### config.mk
export PLATFORM = sky130hd
export DESIGN_NAME = serial_crc_codeword_encoder_unit
export DESIGN_NICKNAME = d
export VERILOG_FILES = /design/src/hdl/scce_pkg.sv /design/src/hdl/scce_front.sv /design/src/hdl/scce_queue.sv /design/src/hdl/scce_back.sv /design/src/hdl/serial_crc_codeword_encoder_unit.sv
export VERILOG_INCLUDE_DIRS = /design/src /design/src/hdl
export SDC_FILE = /design/constraint.sdc
export NUM_CORES = 1
export LEC_CHECK = 0
export BUFFER_PORTS_ARGS = -buffer_cell sky130_fd_sc_hd__buf_4
export CAP_MARGIN = 10
export CORE_ASPECT_RATIO = 1.75
export CORE_MARGIN = 1
export CORE_UTILIZATION = 50
export DETAILED_ROUTE_END_ITERATION = 10
export GPL_TIMING_DRIVEN = 0
export PLACE_DENSITY = 0.67
export SKIP_CTS_REPAIR_TIMING = 1
export SLEW_MARGIN = 0
export SYNTH_ARGS = -nofsm -noshare
export SYNTH_HDL_FRONTEND = slang
export SYNTH_SLANG_ARGS = --single-unit
### constraint.sdc
create_clock -name clk_i -period 8.54 [get_ports clk_i]
set_input_delay 0 -clock clk_i [delete_from_list [all_inputs] [get_ports clk_i]]
set_output_delay 0 -clock clk_i [all_outputs]
set_load 0.03 [all_outputs]
### src/hdl/assert_macros.svh
// Assertion macros shared by the encoder RTL.
// No dependencies; compile with NO_ASSERTIONS defined to drop all checks.
`ifndef ASSERT_MACROS_SVH
`define ASSERT_MACROS_SVH

`ifndef NO_ASSERTIONS
`define ASSERT_AT(name, clk, rst_n, prop) \
  name: assert property (@(posedge clk) disable iff (!rst_n) prop) else $error("assertion failed");
`define ASSERT_NEVER(name, clk, rst_n, expr) \
  name: assert property (@(posedge clk) disable iff (!rst_n) !(expr)) else $error("forbidden condition");
`else
`define ASSERT_AT(name, clk, rst_n, prop)
`define ASSERT_NEVER(name, clk, rst_n, expr)
`endif

`endif

### src/hdl/scce_pkg.sv
// Shared types and constants for the serial CRC codeword encoder.
// No dependencies.
package scce_pkg;

  localparam int unsigned MaxWidth = 32;
  localparam int unsigned WidthW   = 6;
  localparam int unsigned ShiftW   = 5;
  localparam int unsigned QDepth   = 4;
  localparam int unsigned QPtrW    = 2;
  localparam int unsigned QCntW    = 3;

  typedef enum logic [1:0] {
    CfgGenPoly  = 2'd0,
    CfgCrcWidth = 2'd1
  } cfg_idx_e;

  // One accepted bit as handed from front to back.
  typedef struct packed {
    logic                   data;
    logic                   last;
    logic [MaxWidth-1:0]    rem_al;  // remainder, MSB aligned to bit 31
    logic [WidthW-1:0]      width;   // effective width, 1..32
  } entry_t;

  typedef struct packed {
    logic push;
    logic full;
  } q_wr_t;

endpackage

### src/hdl/scce_front.sv
// Front end: config registers and the serial LFSR remainder update.
// Depends on scce_pkg.
module scce_front (
  input  logic                     clk_i,
  input  logic                     rst_ni,
  input  logic                     cfg_valid_i,
  output logic                     cfg_ready_o,
  input  logic [1:0]               cfg_index_i,
  input  logic [31:0]              cfg_data_i,
  input  logic                     push_i,
  input  logic                     data_bit_i,
  input  logic                     last_bit_i,
  input  logic                     q_full_i,
  output logic                     q_push_o,
  output scce_pkg::entry_t         q_entry_o
);
  import scce_pkg::*;

  logic [MaxWidth-1:0] gen_q, gen_d;
  logic [WidthW-1:0]   width_q, width_d;
  logic [MaxWidth-1:0] rem_q, rem_d;

  logic [WidthW-1:0]   w_eff;
  logic [WidthW-1:0]   w_m1;
  logic [WidthW-1:0]   sh_amt;
  logic [MaxWidth:0]   mask_ext;
  logic [MaxWidth-1:0] mask;
  logic [MaxWidth-1:0] rem_m;
  logic [MaxWidth-1:0] rem_nx;
  logic                fb;
  logic                accept;

  assign cfg_ready_o = 1'b1;

  always_comb begin
    gen_d   = gen_q;
    width_d = width_q;
    if (cfg_valid_i) begin
      case (cfg_index_i)
        CfgGenPoly:  gen_d   = cfg_data_i;
        CfgCrcWidth: width_d = cfg_data_i[WidthW-1:0];
        default: ;
      endcase
    end
  end

  always_comb begin
    if (width_q == '0) begin
      w_eff = WidthW'(1);
    end else if (width_q > WidthW'(MaxWidth)) begin
      w_eff = WidthW'(MaxWidth);
    end else begin
      w_eff = width_q;
    end
    w_m1     = w_eff - WidthW'(1);
    mask_ext = ((MaxWidth+1)'(1) << w_eff) - (MaxWidth+1)'(1);
    mask     = mask_ext[MaxWidth-1:0];
    rem_m    = rem_q & mask;
    fb       = rem_m[w_m1[ShiftW-1:0]] ^ data_bit_i;
    rem_nx   = (rem_m << 1) & mask;
    if (fb) begin
      rem_nx = rem_nx ^ (gen_q & mask);
    end
    sh_amt   = WidthW'(MaxWidth) - w_eff;
  end

  assign accept   = push_i && !q_full_i;
  assign q_push_o = accept;

  always_comb begin
    q_entry_o.data   = data_bit_i;
    q_entry_o.last   = last_bit_i;
    q_entry_o.rem_al = rem_nx << sh_amt[ShiftW-1:0];
    q_entry_o.width  = w_eff;
  end

  always_comb begin
    rem_d = rem_q;
    if (accept) begin
      rem_d = last_bit_i ? '0 : rem_nx;
    end
  end

  always_ff @(posedge clk_i or negedge rst_ni) begin
    if (!rst_ni) begin
      gen_q   <= MaxWidth'(3);
      width_q <= WidthW'(4);
      rem_q   <= '0;
    end else begin
      gen_q   <= gen_d;
      width_q <= width_d;
      rem_q   <= rem_d;
    end
  end

endmodule

### src/hdl/scce_queue.sv
// Small FIFO of accepted bits between the front and back ends.
// Depends on scce_pkg and assert_macros.svh.
`include "assert_macros.svh"
module scce_queue (
  input  logic                 clk_i,
  input  logic                 rst_ni,
  input  logic                 push_i,
  input  scce_pkg::entry_t     wdata_i,
  output logic                 full_o,
  input  logic                 pop_i,
  output scce_pkg::entry_t     rdata_o,
  output logic                 empty_o
);
  import scce_pkg::*;

  entry_t             mem_q [QDepth];
  logic [QPtrW-1:0]   wptr_q, wptr_d;
  logic [QPtrW-1:0]   rptr_q, rptr_d;
  logic [QCntW-1:0]   cnt_q, cnt_d;
  logic               do_push;
  logic               do_pop;

  assign full_o  = (cnt_q == QCntW'(QDepth));
  assign empty_o = (cnt_q == '0);
  assign rdata_o = mem_q[rptr_q];
  assign do_push = push_i && !full_o;
  assign do_pop  = pop_i && !empty_o;

  always_comb begin
    wptr_d = do_push ? wptr_q + QPtrW'(1) : wptr_q;
    rptr_d = do_pop  ? rptr_q + QPtrW'(1) : rptr_q;
    cnt_d  = cnt_q;
    if (do_push && !do_pop) begin
      cnt_d = cnt_q + QCntW'(1);
    end else if (do_pop && !do_push) begin
      cnt_d = cnt_q - QCntW'(1);
    end
  end

  always_ff @(posedge clk_i) begin
    if (do_push) begin
      mem_q[wptr_q] <= wdata_i;
    end
  end

  always_ff @(posedge clk_i or negedge rst_ni) begin
    if (!rst_ni) begin
      wptr_q <= '0;
      rptr_q <= '0;
      cnt_q  <= '0;
    end else begin
      wptr_q <= wptr_d;
      rptr_q <= rptr_d;
      cnt_q  <= cnt_d;
    end
  end

  `ASSERT_NEVER(a_q_overfill, clk_i, rst_ni, cnt_q > QCntW'(QDepth))
  `ASSERT_AT(a_q_ptr_gap, clk_i, rst_ni, (QPtrW'(wptr_q - rptr_q) == cnt_q[QPtrW-1:0]))
  `ASSERT_AT(a_q_push_lands, clk_i, rst_ni, (do_push && !do_pop) |=> (cnt_q == $past(cnt_q) + QCntW'(1)))

endmodule

### src/hdl/scce_back.sv
// Back end: serializes echoed data bits and the appended check bits into
// the output register. Depends on scce_pkg and assert_macros.svh.
`include "assert_macros.svh"
module scce_back (
  input  logic                 clk_i,
  input  logic                 rst_ni,
  input  scce_pkg::entry_t     q_entry_i,
  input  logic                 q_empty_i,
  output logic                 q_pop_o,
  input  logic                 pop_i,
  output logic                 empty_o,
  output logic                 codeword_bit_o,
  output logic                 codeword_end_o,
  output logic                 is_check_bit_o
);
  import scce_pkg::*;

  logic                out_vld_q, out_vld_d;
  logic                out_bit_q, out_bit_d;
  logic                out_end_q, out_end_d;
  logic                out_chk_q, out_chk_d;
  logic [MaxWidth-1:0] sh_q, sh_d;
  logic [WidthW-1:0]   cnt_q, cnt_d;   // check bits still to send
  logic                load;

  assign load = !out_vld_q || pop_i;

  always_comb begin
    out_vld_d = out_vld_q;
    out_bit_d = out_bit_q;
    out_end_d = out_end_q;
    out_chk_d = out_chk_q;
    sh_d      = sh_q;
    cnt_d     = cnt_q;
    q_pop_o   = 1'b0;
    if (load) begin
      if (cnt_q != '0) begin
        out_vld_d = 1'b1;
        out_bit_d = sh_q[MaxWidth-1];
        out_end_d = (cnt_q == WidthW'(1));
        out_chk_d = 1'b1;
        sh_d      = sh_q << 1;
        cnt_d     = cnt_q - WidthW'(1);
      end else if (!q_empty_i) begin
        q_pop_o   = 1'b1;
        out_vld_d = 1'b1;
        out_bit_d = q_entry_i.data;
        out_end_d = 1'b0;
        out_chk_d = 1'b0;
        if (q_entry_i.last) begin
          sh_d  = q_entry_i.rem_al;
          cnt_d = q_entry_i.width;
        end
      end else begin
        out_vld_d = 1'b0;
      end
    end
  end

  always_ff @(posedge clk_i) begin
    out_bit_q <= out_bit_d;
    out_end_q <= out_end_d;
    out_chk_q <= out_chk_d;
    sh_q      <= sh_d;
  end

  always_ff @(posedge clk_i or negedge rst_ni) begin
    if (!rst_ni) begin
      out_vld_q <= 1'b0;
      cnt_q     <= '0;
    end else begin
      out_vld_q <= out_vld_d;
      cnt_q     <= cnt_d;
    end
  end

  assign empty_o        = !out_vld_q;
  assign codeword_bit_o = out_bit_q;
  assign codeword_end_o = out_end_q;
  assign is_check_bit_o = out_chk_q;

  `ASSERT_NEVER(a_cnt_range, clk_i, rst_ni, cnt_q > WidthW'(MaxWidth))
  `ASSERT_NEVER(a_no_pop_midcheck, clk_i, rst_ni, q_pop_o && (cnt_q != '0))
  `ASSERT_AT(a_end_is_check, clk_i, rst_ni, (out_vld_q && out_end_q) |-> out_chk_q)

endmodule

### src/hdl/serial_crc_codeword_encoder_unit.sv
// Serial CRC codeword encoder: message bits in, data echoed, then the remainder
// bits after the last bit. An accepted bit passes through the queue and then the
// output register before it can be popped. Throughput: one bit in and one result
// out per cycle unless a full queue or a held pop stalls; a message of n bits
// yields n + width results, so the output port sets the sustained input rate.
// Reset (rst_ni, async low): gen_poly=3, crc_width=4, remainder zero, queue and output register empty.
module serial_crc_codeword_encoder_unit (
  input  logic        clk_i,
  input  logic        rst_ni,
  input  logic        cfg_valid_i,
  output logic        cfg_ready_o,
  input  logic [1:0]  cfg_index_i,
  input  logic [31:0] cfg_data_i,
  input  logic        push,
  output logic        full,
  input  logic        data_bit_i,
  input  logic        last_bit_i,
  output logic        empty,
  input  logic        pop,
  output logic        codeword_bit_o,
  output logic        codeword_end_o,
  output logic        is_check_bit_o
);
  import scce_pkg::*;

  logic   q_push;
  logic   q_full;
  entry_t wr_entry;
  entry_t rd_entry;
  logic   q_empty;
  logic   q_pop;

  scce_front u_front (
    .clk_i       (clk_i),
    .rst_ni      (rst_ni),
    .cfg_valid_i (cfg_valid_i),
    .cfg_ready_o (cfg_ready_o),
    .cfg_index_i (cfg_index_i),
    .cfg_data_i  (cfg_data_i),
    .push_i      (push),
    .data_bit_i  (data_bit_i),
    .last_bit_i  (last_bit_i),
    .q_full_i    (q_full),
    .q_push_o    (q_push),
    .q_entry_o   (wr_entry)
  );

  scce_queue u_queue (
    .clk_i   (clk_i),
    .rst_ni  (rst_ni),
    .push_i  (q_push),
    .wdata_i (wr_entry),
    .full_o  (q_full),
    .pop_i   (q_pop),
    .rdata_o (rd_entry),
    .empty_o (q_empty)
  );

  scce_back u_back (
    .clk_i          (clk_i),
    .rst_ni         (rst_ni),
    .q_entry_i      (rd_entry),
    .q_empty_i      (q_empty),
    .q_pop_o        (q_pop),
    .pop_i          (pop),
    .empty_o        (empty),
    .codeword_bit_o (codeword_bit_o),
    .codeword_end_o (codeword_end_o),
    .is_check_bit_o (is_check_bit_o)
  );

  assign full = q_full;

endmodule

==> run_results.csv <==
group,metric,value,unit
detailed_routing,topRoutingLayerUsed,"met4",
setup_path,path_buf_inv,10,
timing,whs,-0.00730,ns
placed_design,gp_congestion,1.02,
clock_tree,clockBufferDepth,3,
floorplanning,pin_count,47,
logic_synthesis,synth_area,15300,um2
setup_path,crit_cells,29,
setup_path,crit_path_end,"u_queue.mem_q[1][36]$_DFFE_PP_",
setup_path,r2r_end,"u_queue.mem_q[1][36]$_DFFE_PP_",
logic_synthesis,yosys_register_bits,279,
logic_synthesis,synth_fp_nets,1455,
floorplanning,core,30200,um2
floorplanning,fp.dieArea,31400,um2
detailed_routing,drc,0,
logic_synthesis,yosys-top-cells-count,"234 x nand2_1, 195 x edfxtp_1, 81 x dfrtp_1",
setup_path,crit_fanout,15,
setup_path,crit_family,"buffers and inverters",
setup_path,cp-startpoint,"u_front.width_q[3]$_DFFE_PN0P_",
min_path,hold_class,"in2reg",
timing,worst_slew_pin_slew,1.24,ns
detailed_routing,wl_per_cell,27.3,um
floorplanning,start_util,50.9,%
global_route,grt_max_degree,85,
global_route,grt_pass1_vias,12195,
timing,hold_violations,3,
detailed_routing,wl,53200,um
logic_synthesis,yosys.area.top_type,"edfxtp_1",
logic_synthesis,synth_edf_count,195,
logic_synthesis,netlist_instances,1398,
floorplanning,die-width,134,um
global_route,grtUsageTotal,34.2,%
timing,final-setup-viol-count,0,
timing,rsz0062_at_grt,"yes",
logic_synthesis,synthMostInstantiatedCell,"nand2_1",
detailed_routing,met3_wirelength,2160,um
timing,min_period,8.33,ns
global_route,antenna_found_initial,1,
timing,slew_violations,0,
clock_tree,cts_tree,"done",
power,p_leak,6.86,nW
logic_synthesis,synthTopCellsByArea,"edfxtp_1 38%, dfrtp_1 13%, mux4_2 6.3%",
timing,setup-tns-final,0,ns
logic_synthesis,synth_top_area_share,38.1,%
logic_synthesis,ys_warn_count,0,
min_path,min_path_cells,3,
timing,slew_headroom,16.4,%
floorplanning,die_y,234,um
global_route,grt_pass1_wl,77200,um
clock_tree,clkTransAtPathRegs,0.07,ns
clock_tree,clock_sinks,279,
clock_tree,htreeDepth,1,
setup_path,timing.rr.start,"u_front.width_q[3]$_DFFE_PN0P_",
outcome,status,"complete, but fails checks",
power,power.density,356,nW/um2
logic_synthesis,yosys_most_used_dff,"edfxtp_1",
timing,skew,0.0346,ns
setup_path,cp-start-kind,"register",
cells_and_area,nFillCells,2414,
clock_tree,numCtsBuffers,26,
logic_synthesis,synth-async-reset-ratio,30.1,%
outcome,violations,"hold timing",
clock_tree,clk_latency,0.57,ns
setup_path,end_kind,"register",
placed_design,portBuffers,45,
setup_path,critPathArrivalTime,8.63,ns
detailed_routing,wl_met1,17500,um
global_route,grt.overflow.total,0,
power,ir_worst_vdd,246,uV
logic_synthesis,synth_area_per_cell,11.0,um2
setup_path,cp_data_required_time,8.84,ns
floorplanning,rows,84,
clock_tree,root_buffer,"clkbuf_16",
detailed_routing,vias_per_cell,6.33,
cells_and_area,drive_gt1_share,23.0,%
detailed_routing,drt_iter0_drc,867,
setup_path,crit_path_top_delay_cell,"xnor2_2",
cells_and_area,fin_util,61.4,%
setup_path,cpPeakStageDelay,0.60,ns
placed_design,place_hpwl,40200,um
detailed_routing,drtAntennaViolNets,0,
setup_path,critPathKind,"reg2reg",
placed_design,dpl_cell_area,16300,um2
logic_synthesis,synth_cell_types,85,
setup_path,regToRegSetupSlack,0.21,ns
setup_path,ff2ff_path_depth,29,
timing,fin_crit_sh,97.5,%
cells_and_area,regArea,7960,um2
setup_path,cp_common_cell,"clkbuf_4",
cells_and_area,area_growth_syn_to_layout,20.6,%
logic_synthesis,seq_area_frac_synth,51.9,%
timing,max_freq,0.120,GHz
cells_and_area,multi_input_area,7520,um2
cells_and_area,stdcell_area,18500,um2
detailed_routing,met2_length,27900,um
run,maxCapViolations,0,
cells_and_area,final_nets,1597,
detailed_routing,dr.pass1.iters,6,
detailed_routing,via_count,12338,
[how the worst min path moves through the flow]
stage	start	slack [ns]	to
floorplan	rst_ni	-0.30	u_back.cnt_q[0]$_DFFE_PN0P_
global placement	cfg_data_i[6]	0.20	u_front.gen_q[6]$_DFFE_PN0P_
detailed placement	cfg_data_i[6]	0.21	u_front.gen_q[6]$_DFFE_PN0P_
CTS	cfg_data_i[23]	-0.37	u_front.gen_q[23]$_DFFE_PN0P_
global route	cfg_index_i[1]	0.02	u_front.width_q[1]$_DFFE_PN0P_
finish	cfg_index_i[1]	-0.007	u_front.width_q[0]$_DFFE_PN0P_
[logic make-up after synthesis]
| kind of cell | share of synthesized area [%] |
|---|---|
| adder cells (fa/ha/maj) | 1.35 |
| AO/OA/AOI/OAI | 14.7 |
| other | 0.0244 |
| AND/OR/NAND/NOR | 14.8 |
| XOR/XNOR | 2.11 |
| flip-flops | 51.9 |
| buffers and inverters | 3.98 |
| multiplexers | 11.2 |
[sequential cells by signal, indices dropped and copies added, names as in the netlist]
signal                 flops
u_queue.mem_q            160
u_back.sh_q               32
u_front.gen_q             32
u_front.rem_q             32
u_back.cnt_q               6
u_front.width_q            6
u_queue.cnt_q              3
u_queue.rptr_q             2
u_queue.wptr_q             2
u_back.codeword_bit_o      1
u_back.codeword_end_o      1
u_back.is_check_bit_o      1
u_back.out_vld_q           1
[layout make-up]
cell class	count	area share, %
diodes	2	0.0270
plain buffers	96	2.37
flip-flops and latches	279	43.0
well taps	387	2.62
clock inverters	16	0.892
clock buffers	32	3.81
repair buffers	115	5.52
inverters	56	1.14
multi-input cells	966	40.6
[cell usage in the layout (no fill, tap or decap), drive strengths merged, types with 38 or more instances in the layout]
cell,synthesis,final
nand2,234,234
edfxtp,195,195
buf,26,105
clkbuf,71,102
dfrtp,81,81
nor2,75,75
o21ai,73,73
inv,55,58
mux4,43,43
mux2i,42,42
nand3,38,38
[worst min-delay path, delay by kind of cell]
kind	cells	cell delay (ns)
mux	1	0.19
buf+inv	1	0.08
simple gates	1	0.23
[where the power goes]
group | leakage [nW] | total, mW | switching, mW | internal, mW
clock network | 0.424 | 1.19 | 0.534 | 0.658
registers | 2.89 | 2.10 | 0.162 | 1.93
logic | 3.54 | 3.29 | 2.08 | 1.22
[per-stage QoR]
step           instances  power [mW]  worst slack (ns)
6_report            1949        6.58             0.212
5_1_grt             1949        6.84           -0.0447
4_1_cts             1884        6.13             -2.70
3_5_place_dp        1836        4.93             -2.63
3_3_place_gp        1830        4.86             -3.20
2_1_floorplan       1398        3.92              1.29
[routing by layer]
layer  track usage [%]  vias up
met2              63.2      488
met1              33.5     6098
met4              30.1        0
li1                  -     5539
met3              3.76      213
met5                 0        -
No activity file was read; power rests on OpenSTA's default activity.
